==> config.mk <==
export PLATFORM = sky130hd
export DESIGN_NAME = fdec_cell
export DESIGN_NICKNAME = d
export VERILOG_FILES = /design/src/hdl/fdec_pkg.sv /design/src/hdl/fdec_cell.sv
export SDC_FILE = /design/constraint.sdc
export NUM_CORES = 1
export LEC_CHECK = 0
export ABC_AREA = 1
export BUFFER_PORTS_ARGS = -buffer_cell sky130_fd_sc_hd__clkbuf_2
export CAP_MARGIN = 20
export CORE_MARGIN = 2
export CORE_UTILIZATION = 50
export CTS_BUF_LIST = sky130_fd_sc_hd__clkbuf_8
export DETAILED_ROUTE_END_ITERATION = 10
export GPL_TIMING_DRIVEN = 0
export PLACE_DENSITY = 0.73
export SKIP_LAST_GASP = 1
export SYNTH_ARGS = -nofsm -noshare
export SYNTH_HDL_FRONTEND = slang
export SYNTH_SLANG_ARGS = --single-unit
==> constraint.sdc <==
create_clock -name clk -period 5.5 [get_ports clk]
set_input_delay 0.55 -clock clk [delete_from_list [all_inputs] [get_ports clk]]
set_output_delay 0.55 -clock clk [all_outputs]
set_load 0.005 [all_outputs]
==> src/hdl/fdec_pkg.sv <==
`timescale 1ns / 1ps

package fdec_pkg;

    // Default sizes handed to the top level.
    localparam int DEF_TAPS        = 64;
    localparam int DEF_MAX_DECIM   = 16;
    localparam int DEF_SAMPLE_BITS = 16;

    // Fixed field widths.
    localparam int COEF_BITS   = 16;
    localparam int FRAC_BITS   = 15;
    localparam int ACTION_W    = 2;
    localparam int COEF_IDX_W  = 6;
    localparam int DECIM_W     = 5;
    localparam int PHASE_SEL_W = 4;
    localparam int TAP_CNT_W   = 7;

    // Working width for phase arithmetic; it covers the largest decimation field value (31).
    localparam int PHC_W = 7;

    // Configuration port.
    localparam int CFG_IDX_W  = 2;
    localparam int CFG_DATA_W = 7;

    localparam logic [CFG_IDX_W-1:0] REG_DECIM_FACTOR = 2'd0;
    localparam logic [CFG_IDX_W-1:0] REG_OUTPUT_PHASE = 2'd1;
    localparam logic [CFG_IDX_W-1:0] REG_TAP_COUNT    = 2'd2;

    localparam logic [DECIM_W-1:0]     DECIM_RESET     = 5'd2;
    localparam logic [PHASE_SEL_W-1:0] PHASE_SEL_RESET = 4'd0;
    localparam logic [TAP_CNT_W-1:0]   TAP_CNT_RESET   = 7'd64;

    // Item actions.
    localparam logic [ACTION_W-1:0] ACT_PUSH  = 2'd0;
    localparam logic [ACTION_W-1:0] ACT_LOAD  = 2'd1;
    localparam logic [ACTION_W-1:0] ACT_CLEAR = 2'd2;

    // Sequencer states.
    typedef enum logic [1:0] {
        ST_IDLE,
        ST_SUM,
        ST_DONE
    } fdec_state_t;

    // Controls broadcast to every tap cell.
    typedef struct packed {
        logic                 shift;
        logic                 clear;
        logic                 load;
        logic [TAP_CNT_W-1:0] tap_count;
    } fdec_ctrl_t;

endpackage

==> src/hdl/fdec_cell.sv <==
`timescale 1ns / 1ps

module fdec_cell #(
    parameter int SAMPLE_BITS = fdec_pkg::DEF_SAMPLE_BITS,
    parameter int ACC_W       = 40,
    parameter int INDEX       = 0
) (
    input  logic                                  clk,
    input  logic                                  rst_n,
    input  fdec_pkg::fdec_ctrl_t                  ctrl,
    input  logic [fdec_pkg::COEF_IDX_W-1:0]       coef_index,
    input  logic signed [fdec_pkg::COEF_BITS-1:0] coef_value,
    input  logic signed [SAMPLE_BITS-1:0]         sample_prev,
    input  logic signed [ACC_W-1:0]               sum_prev,
    output logic signed [SAMPLE_BITS-1:0]         sample_tap,
    output logic signed [ACC_W-1:0]               sum_tap
);

    localparam int PROD_W = SAMPLE_BITS + fdec_pkg::COEF_BITS;

    logic signed [SAMPLE_BITS-1:0]         sample_reg, sample_next;
    logic signed [fdec_pkg::COEF_BITS-1:0] coef_reg, coef_next;
    logic signed [PROD_W-1:0]              prod_reg, prod_next;
    logic signed [ACC_W-1:0]               sum_reg, sum_next;
    logic                                  tap_en;
    logic                                  coef_we;

    // The first tap always counts; the others count while below the tap count.
    assign tap_en  = (INDEX == 0) || (int'(ctrl.tap_count) > INDEX);
    assign coef_we = ctrl.load && (int'(coef_index) == INDEX);

    // Delay line stage: clears, or takes the neighbor's sample on a shift.
    always_comb
    begin
        sample_next = sample_reg;
        if (ctrl.clear)
        begin
            sample_next = '0;
        end
        else if (ctrl.shift)
        begin
            sample_next = sample_prev;
        end
    end

    always_comb
    begin
        coef_next = coef_reg;
        if (coef_we)
        begin
            coef_next = coef_value;
        end
    end

    // Local product, then the running sum passed on to the next cell.
    assign prod_next = sample_reg * coef_reg;
    assign sum_next  = sum_prev + (tap_en ? ACC_W'(prod_reg) : '0);

    always_ff @(posedge clk or negedge rst_n)
    begin
        if (!rst_n)
        begin
            sample_reg <= '0;
        end
        else
        begin
            sample_reg <= sample_next;
        end
    end

    always_ff @(posedge clk)
    begin
        coef_reg <= coef_next;
        prod_reg <= prod_next;
        sum_reg  <= sum_next;
    end

    assign sample_tap = sample_reg;
    assign sum_tap    = sum_reg;

endmodule

Word level (Yosys, flattened, before mapping) --
Cells that the tools add are included.
Operators by class: add/sub/neg operators 1, multiply operators 1, muxes and demuxes 2, reductions and logical operators 3
Operators by type and width (number):
- adder 40 bit | 1
- multiplier 16 x 16 -> 32 bit | 1
- 2-to-1 mux 16 bit | 2
- logical NOT 6 bit | 1
- nonzero test 2 bit | 1
- logical AND 1 bit | 1
Storage, ports and cells: register bits 104, bits of input ports 90, output and inout port bits 56

Logic depth before layout (Yosys ltp) --
Gate-level depths: netlist of the first run.
depth in word-level cells 2, gate-level depth with buffers 26, mapped depth without buffers 24

Worst setup path before layout of the first run --
Ideal clock, no wire load.
path type flip-flop to flip-flop, start register sample_reg[15], in the netlist sample_tap[15], end register prod_reg[31], library setup time 112 ps, arrival time 5446 ps, data required time 5388 ps, slack -58 ps, cell stages (with the launch flop) 23, buffers on the path 2, clock period less this slack 5558 ps, cell sequence dfrtp_1 > clkbuf_1 > clkbuf_1 > nand2_1 > inv_1 > fa_1 > fa_1 > inv_1 > fa_1 > fa_1 > fa_1 > fa_1 > inv_1 > ha_1 > nand2_1 > nor2_1 > nand3_1 > nor2_1 > nand2_1 > nand3_1 > inv_1 > nand2_1 > nand2_1
On the way: cells in the longest elaborated chain, start to end 1
RTL lines:
- start: declaration | line fdec_cell.sv:21 | logic signed [SAMPLE_BITS-1:0] sample_reg, sample_next;
- start signal: assignment | line fdec_cell.sv:67 | sample_reg <= sample_next;
- multiplier 16 x 16 -> 32 bit | line fdec_cell.sv:56 | assign prod_next = sample_reg * coef_reg;
- via prod_next[31] | line fdec_cell.sv:23 | logic signed [PROD_W-1:0] prod_reg, prod_next;
- end signal: assignment | line fdec_cell.sv:74 | prod_reg <= prod_next;
- end: declaration | line fdec_cell.sv:23
The timed path passes the listed nets, and every way through them passes these cells. A chain may end at the register's enable or synchronous reset.

Final worst setup path of the first run --
start register coef_reg[1] (netlist bit), end register prod_reg[28]
On the way: cells in the longest elaborated chain, start to end 1
RTL lines:
- start: declaration | line fdec_cell.sv:22 | logic signed [fdec_pkg::COEF_BITS-1:0] coef_reg, coef_next;
- start signal: assignment | line fdec_cell.sv:73 | coef_reg <= coef_next;
- multiplier 16 x 16 -> 32 bit | line fdec_cell.sv:56
- via prod_next[28] | line fdec_cell.sv:23
The timed path passes the listed nets, and every way through them passes these cells.

==> results of run 1 <==
-- logic make-up (layout without fill, tap and decap cells) --
logic type                 count (synthesis)  after routing  share of synthesized area
adders and majority gates                384            384                      0.410
buffers and inverters                    705            903                      0.160
AOI/OAI and AO/OA                        101            101                     0.0332
and+or+nand+nor                          972            972                      0.236
DFF                                      104            104                      0.140
xor gates and xnor gates                  37             37                     0.0196
-- final timing paths --
path,to,slack (ns),cells after the start
setup / recovery,prod_reg[28],0.07,20
hold / removal,sample_tap[0],0.02,1
setup reg to reg,prod_reg[28],0.07,20
hold reg to reg,sum_tap[0],0.46,1
max in group asynchronous,sample_tap[8],5.13,1
min in group clk,coef_reg[2],0.27,1
-- report_power, final --
part	switching [uW]	internal [uW]
registers	104	1080
logic	3930	2550
clock network	347	224
-- metrics by stage --
stage	setup slack (ns)	TNS [ns]	hold WS, ns	utilization
after CTS	-0.0279	-0.0403	0.00241	0.569
after global placement	-0.873	-14.82	0.434	0.546
after floorplan	0.0220	0	0.254	-
after detailed placement	-0.938	-15.90	0.435	0.546
final	0.0730	0	0.0232	0.592
after global routing	-0.154	-0.796	0.0292	0.592
-- cell usage in the layout (no fill, tap or decap), types with 9 or more instances in the layout --
master | synthesis | routed
nand4_1 | 19 | 19
fa_1 | 263 | 252
dfxtp_1 | 72 | 72
inv_1 | 637 | 624
nand3_1 | 83 | 79
nand2_2 | 9 | 27
fa_2 | 0 | 11
clkbuf_2 | 0 | 139
ha_4 | 0 | 19
xor2_1 | 29 | 29
nand3_2 | 6 | 10
nor2_2 | 1 | 15
nand2_1 | 713 | 692
nor2_1 | 126 | 105
buf_4 | 0 | 68
clkbuf_4 | 0 | 15
dfrtp_2 | 0 | 15
o21ai_0 | 35 | 27
clkbuf_8 | 0 | 9
ha_1 | 121 | 100
a21oi_1 | 50 | 39
buf_6 | 0 | 18
edfxtp_1 | 16 | 16
inv_2 | 0 | 12
-- layer usage --
metal / up-vias / part of all wire / track usage
li1: 7031 / - / -
met2: 622 / 0.48 / 0.500
met5: - / 0 / 0
met4: 0 / 0.038 / 0.114
met1: 7121 / 0.40 / 0.353
met3: 143 / 0.082 / 0.0650
-- worst max-delay path: stages, from the launching register on --
cell and delay (ns):
edfxtp_1 0.42, buf_6 0.16, buf_6 0.12, nand2_4 0.07, inv_4 0.04, fa_2 0.62
fa_2 0.53, buf_6 0.17, buf_4 0.12, fa_1 0.48, fa_1 0.45, fa_1 0.58
fa_1 0.46, ha_4 0.33, nand2_2 0.09, nor2_4 0.12, nand2_2 0.08, nor4_2 0.17
nand2_1 0.13, nand4_1 0.09, nand2_1 0.07
-- area by class of cell --
type	instances	area, um2
fill	3041	13300
multi-input combinational	1494	12200
inverter	637	2390
sequential	104	2340
timing repair buffer	212	1280
tap	442	553
buffer	38	302
clock buffer	9	124
clock inverter	7	101
-- what timing repair did --
action	CTS	global route
setup endpoints to repair	22	21
pin swaps	11	40
setup buffers	34	41
resized for setup	118	148
==> metrics.cfg, run 1 <==
[worst_setup_path]
crit_path_end_kind=register
crit_path_start=coef_reg[1]
path_class=register to register
arrival_ns=5.75
startpoint_type=register
r2r-start=coef_reg[1]
worst_ep_required_time_ns=5.83
critPathMaxFanout=6

[floorplanning]
die_area_um2=34500
start_util=0.508
core-area_um2=32500
die_width_um=186
die_h_um=186
ioPinCount=146
rows=66

[sta]
setup_violations=0
fin_skew_ns=0.0336
fmax_mhz=184
min_period_ns=5.43
slew_viol_final=0
timing_worst_slew_pin_value_ns=0.836
fin_crit_sh=0.987
final_hold_viol_count=0
grt_setup_unrepaired=yes
slew_headroom=0.443

[synth]
yosys_warnings=0
ys_async_sr_fraction=0.154
synthDominantCellAreaShare=0.318
ys_types=35
synth.most_common_cell=nand2_1
yosys_register_bits=104
ys_seq_area_frac=0.140
syn_area_per_cell_um2=7.18
synth_common_cells=713 x nand2_1, 637 x inv_1, 263 x fa_1, 126 x nor2_1, 121 x ha_1
ys_top_cells_by_area=fa_1 32%, nand2_1 16%, inv_1 14%
synth-main-ff-cell=dfxtp_1
netlist_area_um2=16500
synth_largest_area_cell=fa_1
synth_edf_count=16
synthCells=2303
synth_nets=2777

[clocking]
numCtsBuffers=9
clock_sinks=104
clockBufferDepth=2
hold_buffers=0
clkLatencyLatePin_ns=0.44
tritoncts=built
cts-root-buf=clkbuf_8
clk_pin_slew_ns=0.13
cts_max_level=3

[detailed_routing]
ant_nets=0
drt_wl_total_um=47600
routedWlPerCell_um=16.2
post-route-drc-count=0
drt_iter0_drc=1035
drt_first_pass_iters=6
drt-vias-per-instance=5.07
vias=14900

[placed_design]
dp_hpwl_um=39000
port_buffers=137
placed_area_um2=17800
dp_cells=2882
gp_congestion=0.950

[finish]
final_cell_area_um2=19200
drive_above_1_share=0.163
largest_register_ffs=40
nets=2970
final_cells=2943
diodes=0
area_delta_synth_final_pct=16.4

[pwr]
p_leak_uw=0.0115
p_per_area_nw_per_um2=427
power.total_uw=8220
ir_drop_mv=0.330

[grt]
grt_max_degree=21
antenna_found_initial=0
grt_pass1_wl_um=76200
grt.overflow.total=0
track_usage=0.290
grt_pass1_vias=15200

[job]
drv_cap=0

[worst_hold_path]
hp-class=input pin to async pin

[outcome]
outcome=complete, no violations

No activity file was read; power rests on OpenSTA's default activity.
==> run 2: changes to the inputs <==
--- a/config.mk
+++ b/config.mk
@@ -10,7 +10,8 @@
 export CAP_MARGIN = 20
 export CORE_MARGIN = 2
 export CORE_UTILIZATION = 50
-export CTS_BUF_LIST = sky130_fd_sc_hd__clkbuf_8
+export CTS_BUF_LIST = sky130_fd_sc_hd__clkbuf_2
+export CTS_CLUSTER_DIAMETER = 30
 export DETAILED_ROUTE_END_ITERATION = 10
 export GPL_TIMING_DRIVEN = 0
 export PLACE_DENSITY = 0.73
==> run 2 against run 1 <==
Global-route usage grew 0.39 points; highest routed layer unchanged; largest power group unchanged; first-iteration DRC count shrank 7.3%; non-clock buffer count grew 36; critical path depth is the same.
==> metrics.cfg, run 2 (synthesized netlist as in run 1, its figures left out) <==
[clocking]
clkLatencyLatePin_ns=0.81  ; +0.37 ns
tritoncts=built
clockBufferDepth=2  ; unchanged
cts_max_level=3  ; unchanged
cts-root-buf=clkbuf_2
clock_sinks=104  ; unchanged
clk_pin_slew_ns=0.38  ; +0.25 ns
numCtsBuffers=9  ; unchanged

[finish]
final_common_cell=nand2_1
final_util=0.602  ; +0.0109
largest_register_ffs=40  ; unchanged
layout_common_cells=686 x nand2_1, 623 x inv_1, 248 x fa_1
final_cells=2982  ; +1.3%
fillers=2998  ; -1.4%
drive_above_1_share=0.166  ; +0.00242
nets=3006  ; +1.2%
area_delta_synth_final_pct=18.6

[detailed_routing]
vias=15100  ; +0.98%
drt_wl_total_um=48200  ; +1.4%
drt_iter0_drc=959  ; -7.3%
post-route-drc-count=0  ; unchanged
drt-vias-per-instance=5.05  ; -0.34%
ant_nets=0  ; unchanged
drt_first_pass_iters=5  ; -1
routedWlPerCell_um=16.2  ; about the same

[worst_setup_path]
crit_path_start=coef_reg[5]
critPathMaxFanout=7  ; +1
startpoint_type=register
reg2reg_slack_ns=0.04  ; -0.03 ns
rr_worst_depth=20  ; unchanged
crit_path_end_kind=register
worst_ep_required_time_ns=6.20  ; +0.37 ns
arrival_ns=6.16  ; +0.41 ns
crit_end=prod_reg[13]
r2r-start=coef_reg[5]
r2r_end=prod_reg[13]
path_class=register to register

[grt]
grt.overflow.total=0  ; unchanged
grt_use_met2=0.507  ; +0.00684
grt.busiest_layer=met2
grt_max_degree=21  ; unchanged
track_usage=0.294  ; +0.00386
grt_pass1_wl_um=77300  ; +1.4%
grt_pass1_vias=15400  ; +1.4%
antenna_found_initial=2  ; +2
grt_use_met1=0.360  ; +0.00698
use_met3=0.0597  ; -0.00528

[floorplanning]
rows=66  ; unchanged
die_h_um=186  ; unchanged
ioPinCount=146  ; unchanged
die_area_um2=34500  ; unchanged
die_width_um=186  ; unchanged
start_util=0.508  ; unchanged
core-area_um2=32500  ; unchanged

[placed_design]
dp_cells=2882  ; unchanged
gp_congestion=0.950  ; unchanged
dp_hpwl_um=39000  ; unchanged
port_buffers=137  ; unchanged

[sta]
slew_headroom=0.451  ; +0.00811
setup_violations=0  ; unchanged
min_period_ns=5.46  ; +0.0291 ns
final_hold_viol_count=0  ; unchanged
fmax_mhz=183  ; -0.53%
grt_setup_unrepaired=yes
slew_viol_final=0  ; unchanged
timing_worst_slew_pin_value_ns=0.823  ; -0.0122 ns
fin_crit_sh=0.992  ; +0.00529
fin_skew_ns=0.0923  ; +0.0587 ns

[outcome]
outcome=complete, no violations

[worst_hold_path]
hold_path.startpoint=ctrl[9]
hp-class=input pin to register

[pwr]
ir_drop_mv=0.364  ; +10%
power.total_uw=8200  ; -0.26%
p_leak_uw=0.0116  ; +1.3%
p_per_area_nw_per_um2=418  ; -2.1%

[job]
drv_cap=0  ; unchanged

run 2: power by group:
| group | total (uW) | leakage (uW) | internal, uW | switching [uW] |
|---|---|---|---|---|
| registers | 1180 | 0.000941 | 1070 | 102 |
| clock network | 458 | 0.0000852 | 121 | 336 |
| logic | 6570 | 0.0106 | 2600 | 3970 |
run 2: what timing repair did:
| action | in CTS | in global routing |
|---|---|---|
| pin swaps | 16 | 36 |
| hold buffers | 38 | 0 |
| hold endpoints to repair | 49 | 0 |
| endpoints found under the setup margin | 22 | 21 |
| gates resized for setup | 117 | 160 |
| buffers inserted | 42 | 31 |
run 2: layout make-up:
| type | instances | area [um2] | share of cell area |
|---|---|---|---|
| clock inverters | 7 | 101 | 0.00517 |
| well taps | 442 | 553 | 0.0282 |
| repair buffers | 248 | 1640 | 0.0837 |
| plain buffers | 38 | 283 | 0.0144 |
| inverters | 637 | 2390 | 0.122 |
| diodes | 3 | 7.51 | 0.000383 |
| flip-flops and latches | 104 | 2340 | 0.119 |
| clock buffers | 9 | 45.0 | 0.00230 |
| multi-input cells | 1494 | 12200 | 0.624 |
run 2: critical path: stages, from the launching register on:
cell and delay [ns]:
edfxtp_1 0.57, buf_8 0.19, nand2_1 0.06, inv_1 0.05
fa_1 0.53, inv_2 0.05, fa_2 0.47, fa_1 0.51
inv_1 0.06, fa_1 0.50, fa_1 0.50, inv_1 0.05
fa_1 0.54, inv_2 0.06, ha_4 0.25, nand2_2 0.07
nand2_2 0.07, o21bai_4 0.19, nand3b_1 0.30, buf_4 0.22
xor2_1 0.13
run 2: routing by layer:
| layer | routed length (um) | vias to the layer above | share of wire |
|---|---|---|---|
| met5 | 0 | - | 0 |
| met4 | 1960 | 0 | 0.041 |
| met3 | 3930 | 136 | 0.081 |
| met2 | 23500 | 636 | 0.49 |
| met1 | 18800 | 7191 | 0.39 |
| li1 | - | 7100 | - |
run 2: how the worst min path moves through the flow:
stage / end / slack, ns / cells after the start
floorplan: sample_tap[0] / 0.25 / 0
global placement: sum_tap[0] / 0.43 / 1
detailed placement: sum_tap[0] / 0.44 / 1
CTS: sample_tap[4] / 0.003 / 3
global route: sum_tap[39] / 0.03 / 4
finish: sample_tap[2] / 0.06 / 3
run 2: metrics by stage:
stage          setup WS (ns)  TNS, ns  hold WS (ns)  instance area [um2]
6_report              0.0439        0        0.0585                19600
5_1_grt               -0.150   -0.695        0.0294                19600
4_1_cts              -0.0177  -0.0177       0.00267                18900
3_5_place_dp          -0.938   -15.90         0.435                17800
3_3_place_gp          -0.873   -14.82         0.434                17800
2_1_floorplan         0.0220        0         0.254                16500
==> run 3: changes to the inputs <==
--- a/config.mk
+++ b/config.mk
@@ -14,6 +14,7 @@
 export CTS_CLUSTER_DIAMETER = 30
 export DETAILED_ROUTE_END_ITERATION = 10
 export GPL_TIMING_DRIVEN = 0
+export MAX_ROUTING_LAYER = met4
 export PLACE_DENSITY = 0.73
 export SKIP_LAST_GASP = 1
 export SYNTH_ARGS = -nofsm -noshare
==> run 3 against run 2 <==
The run now ends with negative setup slack left; flip-flop and latch count stayed put; combinational power hardly changed; non-clock buffer count decreased by 23; fmax decreased by 1.7%; global-route usage grew 1.6 points; critical path type unchanged; largest cell class unchanged.
==> metrics.cfg, run 3 (synthesized netlist as in run 1, its figures left out) <==
[grt]
antenna_found_initial=2  ; unchanged
grt_max_degree=21  ; unchanged
track_usage=0.310  ; +0.0160
grt.overflow.total=0  ; unchanged
grt_pass1_vias=15200  ; -1.1%
grt_pass1_wl_um=78000  ; +0.89%

[clocking]
numCtsBuffers=9  ; unchanged
tritoncts=built
clock_sinks=104  ; unchanged
cts_max_level=3  ; unchanged
clockBufferDepth=2  ; unchanged
clkLatencyLatePin_ns=0.84  ; +0.03 ns
clk_pin_slew_ns=0.42  ; +0.04 ns
cts-root-buf=clkbuf_2

[floorplanning]
die_h_um=186  ; unchanged
ioPinCount=146  ; unchanged
rows=66  ; unchanged
die_width_um=186  ; unchanged
die_area_um2=34500  ; unchanged
core-area_um2=32500  ; unchanged
start_util=0.508  ; unchanged

[detailed_routing]
routedWlPerCell_um=16.6  ; +2.7%
drt_wl_total_um=49200  ; +2.0%
drt_first_pass_iters=5  ; unchanged
drt-vias-per-instance=4.99  ; -1.1%
post-route-drc-count=0  ; unchanged
vias=14800  ; -1.9%
ant_nets=0  ; unchanged
drt_iter0_drc=1074  ; +12%

[sta]
fin_crit_sh=1.01  ; +0.0171
slew_viol_final=0  ; unchanged
holdWs_ns=0.0528  ; -0.00568 ns
layout_setup_ws_ns=-0.0501  ; -0.0940 ns
fmax_mhz=180  ; -1.7%
min_period_ns=5.55  ; +0.0940 ns
setup_violations=2  ; +2
fin_skew_ns=0.109  ; +0.0165 ns
fin_setup_tns_ns=-0.0597  ; -0.0597 ns
final_hold_viol_count=0  ; unchanged
slew_headroom=0.447  ; -0.00412
grt_setup_unrepaired=yes
timing_worst_slew_pin_value_ns=0.830  ; +0.00618 ns

[worst_hold_path]
hp-class=input pin to register

[outcome]
outcome=finished, violations left
violations=negative setup slack

[worst_setup_path]
critPathBufInv=3  ; -4
crit_path_end_kind=register
path_class=register to register
crit_chain=buf_4, clkbuf_8, nand2_1, fa_1, fa_2, fa_1, fa_1, inv_1, fa_1, fa_1, ha_2, a21oi_2, o21ai_4, a21oi_1, nand2_2, nand2_1, nand2_1, nand2_1, nand2_1
cpLargestDelayFamily=adder cells
slowest_delay_ns=0.59  ; +0.02 ns
arrival_ns=6.23  ; +0.07 ns
critPathMaxFanout=10  ; +3
critical-path-slowest-cell=fa_2
startpoint_type=register
worst_ep_required_time_ns=6.18  ; -0.02 ns

[pwr]
p_leak_uw=0.0115  ; -0.73%
ir_drop_mv=0.275  ; -24%
power.total_uw=8260  ; +0.75%
p_per_area_nw_per_um2=427  ; +2.0%

[finish]
layout_common_cells=691 x nand2_1, 630 x inv_1, 252 x fa_1
nets=2983  ; -0.77%
final_common_cell=nand2_1
final_cell_area_um2=19400  ; -1.2%
largest_register_ffs=40  ; unchanged
drive_above_1_share=0.150  ; -0.0160
area_delta_synth_final_pct=17.2

[job]
drv_cap=0  ; unchanged

[placed_design]
gp_congestion=0.957  ; +0.75%
placed_area_um2=17800  ; unchanged
dp_hpwl_um=40000  ; +2.5%
port_buffers=137  ; unchanged

run 3: report_power, final:
part / switching [uW] / total (uW) / internal [uW]
sequential: 101 / 1170 / 1070
clock: 339 / 505 / 166
combinational: 3980 / 6580 / 2600
total: 4420 / 8260 / 3840
run 3: worst register-to-register path, cell delays in order (launching register included):
cell	delay, ns
edfxtp_1	0.52
buf_4	0.16
clkbuf_8	0.16
nand2_1	0.08
fa_1	0.54
fa_2	0.59
fa_1	0.44
fa_1	0.54
inv_1	0.05
fa_1	0.44
fa_1	0.55
ha_2	0.33
a21oi_2	0.30
o21ai_4	0.11
a21oi_1	0.16
nand2_2	0.12
nand2_1	0.10
nand2_1	0.05
nand2_1	0.06
nand2_1	0.07
run 3: path summary, 6_finish.rpt:
| path | cells past startpoint | startpoint | endpoint | slack [ns] |
|---|---|---|---|---|
| worst max-delay path | 19 | coef_reg[1] | prod_reg[16] | -0.05 |
| worst min-delay path | 3 | ctrl[9] | sample_tap[5] | 0.05 |
| worst max register to register | 19 | coef_reg[1] | prod_reg[16] | -0.05 |
| worst min register to register | 1 | prod_reg[0] | sum_tap[0] | 0.48 |
| max in group asynchronous | 2 | rst_n | sample_tap[7] | 5.00 |
| min in group asynchronous | 2 | rst_n | sample_tap[13] | 0.12 |
run 3: layout make-up:
type	count	area, um2
fillers	3095	13200
multi-input cells	1494	12200
inverters	637	2390
flip-flops and latches	104	2340
repair buffers	225	1470
well taps	442	553
plain buffers	38	275
clock inverters	7	128
clock buffers	9	45.0
diodes	4	10.0
run 3: what timing repair did:
action                     in CTS  in global routing
setup buffers                  28                 26
resized for setup             117                134
hold endpoints to repair       48                  1
hold buffers                   33                  1
pin swaps                       5                 55
setup endpoints to repair      22                 20
run 3: per-layer routing:
layer	up-vias	share of wire	global-route usage	wire length, um
met5	-	0	-	0
met4	0	0.044	0.126	2140
met3	141	0.069	0.0460	3400
met2	575	0.48	0.516	23700
met1	7006	0.41	0.379	19900
li1	7061	-	-	-
run 3: per-stage QoR:
stage | setup slack, ns | std cells | util
floorplan | 0.0220 | 2303 | -
global placement | -1.06 | 2882 | 0.546
detailed placement | -1.07 | 2882 | 0.546
CTS | -0.0460 | 2930 | 0.576
global route | -0.113 | 2959 | 0.595
finish | -0.0501 | 2960 | 0.595
